`src/rtl/htfd_pkg.sv`:
```
// htfd_pkg.sv: shared constants and a crc function for the humidity/temperature frame decoder
`timescale 1ns / 1ps

package htfd_pkg;

  // frame word layout on the input side
  localparam int unsigned InDataW  = 24;
  // result word layout on the output side, padded to whole bytes
  localparam int unsigned OutDataW = 24;

  localparam int unsigned RawW   = 16;
  localparam int unsigned ValueW = 15;
  localparam int unsigned HeldW  = 16;
  localparam int unsigned CoefW  = 15;
  localparam int unsigned ProdW  = RawW + CoefW;

  // crc-8 settings
  localparam logic [7:0] CrcPoly = 8'h31;
  localparam logic [7:0] CrcInit = 8'h00;

  // status bits in the low data byte
  localparam logic [RawW-1:0] StatusMask = 16'h0003;

  // measurement kinds
  typedef enum logic {
    KIND_HUMIDITY    = 1'b0,
    KIND_TEMPERATURE = 1'b1
  } kind_e;

  // scale factors and offsets in hundredths, product taken >> 16
  localparam logic [CoefW-1:0]        HumCoef    = 15'd12500;
  localparam logic [CoefW-1:0]        TempCoef   = 15'd17572;
  localparam logic signed [HeldW-1:0] HumOffset  = -16'sd600;
  localparam logic signed [HeldW-1:0] TempOffset = -16'sd4685;

  // crc-8 over high byte then low byte, msb first, bit by bit
  function automatic logic [7:0] crc8_word(input logic [15:0] data);
    logic [7:0] crc;
    crc = CrcInit;
    for (int i = 15; i >= 0; i--) begin
      if (crc[7] ^ data[i]) begin
        crc = {crc[6:0], 1'b0} ^ CrcPoly;
      end else begin
        crc = {crc[6:0], 1'b0};
      end
    end
    return crc;
  endfunction

endpackage

```
`src/rtl/humidity_temperature_frame_decoder.sv`:
```
// humidity_temperature_frame_decoder.sv: top level of the sensor frame decoder
`timescale 1ns / 1ps

// Decodes one sensor reply frame per word: checks the two data bytes against
// the crc-8 check byte (poly 0x31, init 0), masks the two status bits and, if
// the crc matches and the reading is nonzero, converts it to hundredths of
// %RH or degree Celsius and holds it per kind. Every input word gives exactly
// one result word carrying the held value of its kind, the crc flag and the
// missing-sensor flag. The crc, one 15x16 constant-coefficient multiply and
// the offset add sit between the input port and the result register, so a
// result follows its word in the next cycle; the rate is one word per cycle
// while the output is not stalled. The result register frees itself in the
// same cycle it is taken, so input ready only drops while a result waits.
module humidity_temperature_frame_decoder (
  input  logic                           clk_i,
  input  logic                           rst_ni,
  // frame input
  input  logic                           s_axis_tvalid_i,
  output logic                           s_axis_tready_o,
  // [7:0] high_byte, [15:8] low_byte, [23:16] check_byte
  input  logic [htfd_pkg::InDataW-1:0]   s_axis_tdata_i,
  // [0] measurement_kind
  input  logic                           s_axis_tuser_i,
  // result output
  output logic                           m_axis_tvalid_o,
  input  logic                           m_axis_tready_i,
  // [14:0] scaled_value, [15] sensor_missing, [16] check_ok, [23:17] zero
  output logic [htfd_pkg::OutDataW-1:0]  m_axis_tdata_o,
  // [0] reading_kind
  output logic                           m_axis_tuser_o
);

  import htfd_pkg::*;

  logic                     s_fire;
  kind_e                    kind;
  logic [7:0]               high_byte;
  logic [7:0]               low_byte;
  logic [7:0]               check_byte;
  logic [RawW-1:0]          raw;
  logic                     crc_ok;
  logic                     missing;
  logic [CoefW-1:0]         coef;
  logic [ProdW-1:0]         product;
  logic signed [HeldW-1:0]  offset;
  logic signed [HeldW-1:0]  converted;
  logic                     do_update;

  logic signed [HeldW-1:0]  held_hum_q, held_hum_d;
  logic signed [HeldW-1:0]  held_temp_q, held_temp_d;
  logic signed [HeldW-1:0]  held_sel;

  logic                     out_valid_q;
  logic [ValueW-1:0]        out_value_q;
  logic                     out_missing_q;
  logic                     out_ok_q;
  logic                     out_kind_q;

  // handshake: accept whenever the result register is free or draining
  assign s_axis_tready_o = !out_valid_q || m_axis_tready_i;
  assign s_fire          = s_axis_tvalid_i && s_axis_tready_o;

  // unpack the frame word
  assign kind       = kind_e'(s_axis_tuser_i);
  assign high_byte  = s_axis_tdata_i[7:0];
  assign low_byte   = s_axis_tdata_i[15:8];
  assign check_byte = s_axis_tdata_i[23:16];

  // crc check and status masking
  assign raw     = {high_byte, low_byte} & ~StatusMask;
  assign crc_ok  = (crc8_word({high_byte, low_byte}) == check_byte);
  assign missing = (raw == '0);

  // conversion to hundredths, one shared multiply
  assign coef      = (kind == KIND_TEMPERATURE) ? TempCoef : HumCoef;
  assign offset    = (kind == KIND_TEMPERATURE) ? TempOffset : HumOffset;
  assign product   = ProdW'(raw) * ProdW'(coef);
  assign converted = offset + $signed({1'b0, product[ProdW-1:RawW]});
  assign do_update = s_fire && crc_ok && !missing;

  // next held values
  always_comb begin
    held_hum_d  = held_hum_q;
    held_temp_d = held_temp_q;
    if (do_update) begin
      if (kind == KIND_TEMPERATURE) begin
        held_temp_d = converted;
      end else begin
        held_hum_d = converted;
      end
    end
  end

  assign held_sel = (kind == KIND_TEMPERATURE) ? held_temp_d : held_hum_d;

  // held readings per kind
  always_ff @(posedge clk_i or negedge rst_ni) begin
    if (!rst_ni) begin
      held_hum_q  <= '0;
      held_temp_q <= '0;
    end else begin
      held_hum_q  <= held_hum_d;
      held_temp_q <= held_temp_d;
    end
  end

  // result valid flag
  always_ff @(posedge clk_i or negedge rst_ni) begin
    if (!rst_ni) begin
      out_valid_q <= 1'b0;
    end else if (s_axis_tready_o) begin
      out_valid_q <= s_axis_tvalid_i;
    end
  end

  // result payload
  always_ff @(posedge clk_i) begin
    if (s_fire) begin
      out_value_q   <= held_sel[ValueW-1:0];
      out_missing_q <= missing;
      out_ok_q      <= crc_ok;
      out_kind_q    <= s_axis_tuser_i;
    end
  end

  assign m_axis_tvalid_o = out_valid_q;
  assign m_axis_tuser_o  = out_kind_q;
  assign m_axis_tdata_o  = {(OutDataW - ValueW - 2)'(0), out_ok_q, out_missing_q, out_value_q};

  // an accepted word always shows up on the output next cycle
  a_fire_gives_result: assert property (@(posedge clk_i) disable iff (!rst_ni)
    s_fire |=> m_axis_tvalid_o)
    else $error("accepted word produced no result");

  // a bad or empty frame never disturbs either held reading
  a_bad_frame_holds: assert property (@(posedge clk_i) disable iff (!rst_ni)
    (s_fire && (!crc_ok || missing)) |=> ($stable(held_hum_q) && $stable(held_temp_q)))
    else $error("held reading changed on a rejected frame");

  // a temperature frame leaves the humidity reading alone
  a_temp_keeps_hum: assert property (@(posedge clk_i) disable iff (!rst_ni)
    (s_fire && (kind == KIND_TEMPERATURE)) |=> $stable(held_hum_q))
    else $error("humidity reading changed on a temperature frame");

  // a humidity frame leaves the temperature reading alone
  a_hum_keeps_temp: assert property (@(posedge clk_i) disable iff (!rst_ni)
    (s_fire && (kind == KIND_HUMIDITY)) |=> $stable(held_temp_q))
    else $error("temperature reading changed on a humidity frame");

  // result shows the held value of its kind when nothing was taken meanwhile
  a_result_matches_held: assert property (@(posedge clk_i) disable iff (!rst_ni)
    $past(s_fire) && !$past(!rst_ni) |->
      (out_value_q == (out_kind_q ? held_temp_q[ValueW-1:0] : held_hum_q[ValueW-1:0])))
    else $error("result value differs from held reading");

endmodule
```
`config.mk`:
```
export PLATFORM = sky130hd
export DESIGN_NAME = humidity_temperature_frame_decoder
export DESIGN_NICKNAME = d
export VERILOG_FILES = /design/src/rtl/htfd_pkg.sv /design/src/rtl/humidity_temperature_frame_decoder.sv
export SDC_FILE = /design/constraint.sdc
export NUM_CORES = 1
export LEC_CHECK = 0
export BUFFER_PORTS_ARGS = -buffer_cell sky130_fd_sc_hd__clkbuf_2
export CAP_MARGIN = 20
export CORE_ASPECT_RATIO = 1.1
export CORE_MARGIN = 10
export CORE_UTILIZATION = 41
export DETAILED_ROUTE_END_ITERATION = 16
export GPL_TIMING_DRIVEN = 0
export REMOVE_ABC_BUFFERS = 1
export SLEW_MARGIN = 10
export SYNTH_ARGS = -nofsm -noshare
export SYNTH_HDL_FRONTEND = slang
export SYNTH_SLANG_ARGS = --single-unit
```
`constraint.sdc`:
```
create_clock -name clk_i -period 4.38 [get_ports clk_i]
set_input_delay 0.438 -clock clk_i [delete_from_list [all_inputs] [get_ports clk_i]]
set_output_delay 0.438 -clock clk_i [all_outputs]
set_load 0.005 [all_outputs]
```
==> impl_metrics.tcl <==
set metrics [dict create \
    clkSlewWorstSetupHoldPaths_ns 0.07 \
    met3_length_um 497 \
    core_mm2 0.01774 \
    worst_setup_path_end_kind "flip-flop" \
    yosys_warnings 0 \
    post-route-period-util_pct 151.5 \
    area_growth_pct 32.37 \
    synth_edf_count 18 \
    cts_buffers 5 \
    rsz0062_at_grt "true" \
    fin_skew_ns 0.004459 \
    fmax_ghz 0.1507 \
    drt-met1-wl_mm 8.268 \
    ctsHoldBuffers 0 \
    io_buffer_count 48 \
    layout_common_cells "89 x ha_1, 83 x inv_1, 72 x nand2_1" \
    reg2reg_slack_ns 1.14 \
    start_util_pct 41.88 \
    dp_hpwl_mm 13.26 \
    path_class "input pin to flip-flop" \
    relSlewSlack_pct 33.64 \
    maxCapViolCount 0 \
    min-delay-path-class "input pin to asynchronous set/reset pin" \
    synth_area_mm2 0.007430 \
    grt_use_total_pct 15.73 \
    cp.required_ns 4.51 \
    fin_crit_ns 6.636 \
    die_x_um 148.4 \
    async_flop_share_pct 63.27 \
    stdcell_count 1136 \
    finalHoldViolCount 0 \
    slew_viol_final 0 \
    insertion_delay_ns 0.30 \
    maxUsedRoutingLayer "met4" \
    syn_area_per_cell_um2 9.489 \
    clk_path_buf_depth 2 \
    drt_iter0_drc 308 \
    grt_pass1_wl_mm 31.15 \
    synthCells 783 \
    drt-vias-per-instance 5.203 \
    antenna_left 0 \
    tns_ns -76.94 \
    antenna_found_initial 0 \
    post_synth_num_cell_types 68 \
    htreeDepth 2 \
    tightestPinTransition_ns 0.9953 \
    drive_above_1_share_pct 33.85 \
    rows 51 \
    diodes 0 \
    arrival_ns 6.77 \
    fin_nets 1107 \
    synth_seq_cells 49 \
    place_congestion 0.8385 \
    avgRoutedWirePerCell_um 17.04 \
    grt_pass1_vias 6257 \
    final_common_cell "ha_1" \
    violations "negative setup slack" \
    drt_first_pass_iters 4 \
    setup_slack_ns -2.256 \
    totalWireLength_mm 19.35 \
    numClockSinks 49 \
    finalSetupViolCount 45 \
    grt_max_degree 37 \
    final_util_pct 55.44 \
    cts-root-buf "clkbuf_16" \
    die_area_mm2 0.02391 \
    cts_tree "done" \
    post-route-drc-count 0 \
    yosysSeqAreaShare_pct 17.72 \
    grt_overflow 0 \
    place_ws_ns -4.419 \
    io_pins 56 \
    wl_met2_mm 10.14 \
    critPathLaunchType "input pin" \
    num_vias 5911 \
    synth_flop_cell "dfrtp_1" \
    dp_cells 1052 \
    nFillCells 1578 \
    outcome "complete, but fails checks" \
    die_y_um 161.2 \
    worstPathMaxFanout 8 \
]
-- Yosys cell counts, drive strengths merged, types with 6 or more instances --
cell type	n	area share (%)
ha	118	20
inv	99	5.0
nand2	83	4.2
fa	63	17
nor2	38	2.0
dfrtp	31	10
o21ai	31	2.1
xnor2	31	3.7
a21oi	26	1.8
clkbuf	20	1.0
and2	18	1.5
edfxtp	18	7.3
xor2	18	2.1
buf	17	1.5
mux2	14	2.1
a211oi	10	1.2
mux2i	9	1.2
nor2b	9	0.76
o211ai	9	0.91
or2	9	0.76
nand3	8	0.54
a21o	7	0.71
nand2b	7	0.69
xnor3	7	2.1
nand4	6	0.51
o211a	6	0.81
o21a	6	0.61
-- stage by stage --
step                hold slack, ns  instance area (µm²)
detailed placement          0.4608                 7904
CTS                         0.2457                 9350
global placement            0.4547                 7841
floorplan                   0.1424                 7303
global route                0.2762                 9834
finish                      0.2129                 9834
-- repair_timing --
action,in CTS,in global routing
buffers inserted,58,16
endpoints found under the setup margin,45,45
resized for setup,165,77
cloned,2,1
pin swaps,84,37
-- sequential cells by signal, indices dropped and copies added (netlist names) --
| signal | count |
|---|---|
| held_hum_q | 15 |
| held_temp_q | 15 |
| out_value_q | 15 |
| m_axis_tuser_o | 1 |
| m_axis_tvalid_o | 1 |
| out_missing_q | 1 |
| out_ok_q | 1 |
-- path summary, 6_finish.rpt --
kind	endpoint	from	cells past startpoint
hold reg to reg	held_temp_q[1]$_DFF_PN0_	held_temp_q[1]$_DFF_PN0_	2
min in group clk_i	m_axis_tvalid_o$_DFFE_PN0N_	s_axis_tvalid_i	2
hold / removal	held_temp_q[14]$_DFF_PN0_	rst_ni	1
setup reg to reg	held_hum_q[9]$_DFF_PN0_	m_axis_tvalid_o$_DFFE_PN0N_	8
setup / recovery	out_value_q[14]$_DFFE_PP_	s_axis_tuser_i	26
max in group asynchronous	held_temp_q[1]$_DFF_PN0_	rst_ni	1
-- logic make-up (layout without fill, tap and decap cells) --
| group | count (synthesis) | in the layout | share of synthesized area, % |
|---|---|---|---|
| simple gates | 202 | 202 | 13.22 |
| fa+ha+maj | 181 | 181 | 36.85 |
| other cells | 2 | 18 | 0.1011 |
| buf+inv | 136 | 234 | 7.511 |
| mux | 24 | 24 | 3.638 |
| compound gates | 130 | 131 | 12.11 |
| xor+xnor | 59 | 59 | 8.858 |
| flops | 49 | 49 | 17.72 |
-- worst max-delay path, cell delays in order --
cell and delay (ns):
clkbuf_16 0.16, nor2b_4 0.12, nand2b_4 0.15, ha_4 0.21, ha_4 0.26, inv_2 0.04, fa_1 0.55, inv_1 0.06
fa_1 0.45, fa_1 0.51, inv_1 0.06, fa_1 0.51, inv_2 0.05, ha_4 0.30, nand4_1 0.11, o22a_1 0.20
o211ai_1 0.18, buf_4 0.21, xor2_4 0.10, fa_2 0.47, and2_4 0.20, and4_1 0.22, o31a_1 0.37, o211a_4 0.30
o31a_1 0.32, o31ai_1 0.20
-- metal layers --
layer,vias up,track usage (%)
met2,96,28.73
met1,2909,18.88
met4,0,4.013
met3,27,2.068
met5,-,0
li1,2879,-
-- cell type report --
cell class | count | area [µm²] | share of cell area (%)
multi-input cells | 615 | 6623 | 67.34
flip-flops and latches | 49 | 1316 | 13.38
repair buffers | 127 | 1069 | 10.87
inverters | 99 | 377.9 | 3.842
well taps | 238 | 297.8 | 3.028
clock buffers | 5 | 125.1 | 1.272
clock inverters | 3 | 26.28 | 0.2672
Power is not shown: default switching activity piles up to over one toggle a cycle in this logic, so the estimate is an artifact.
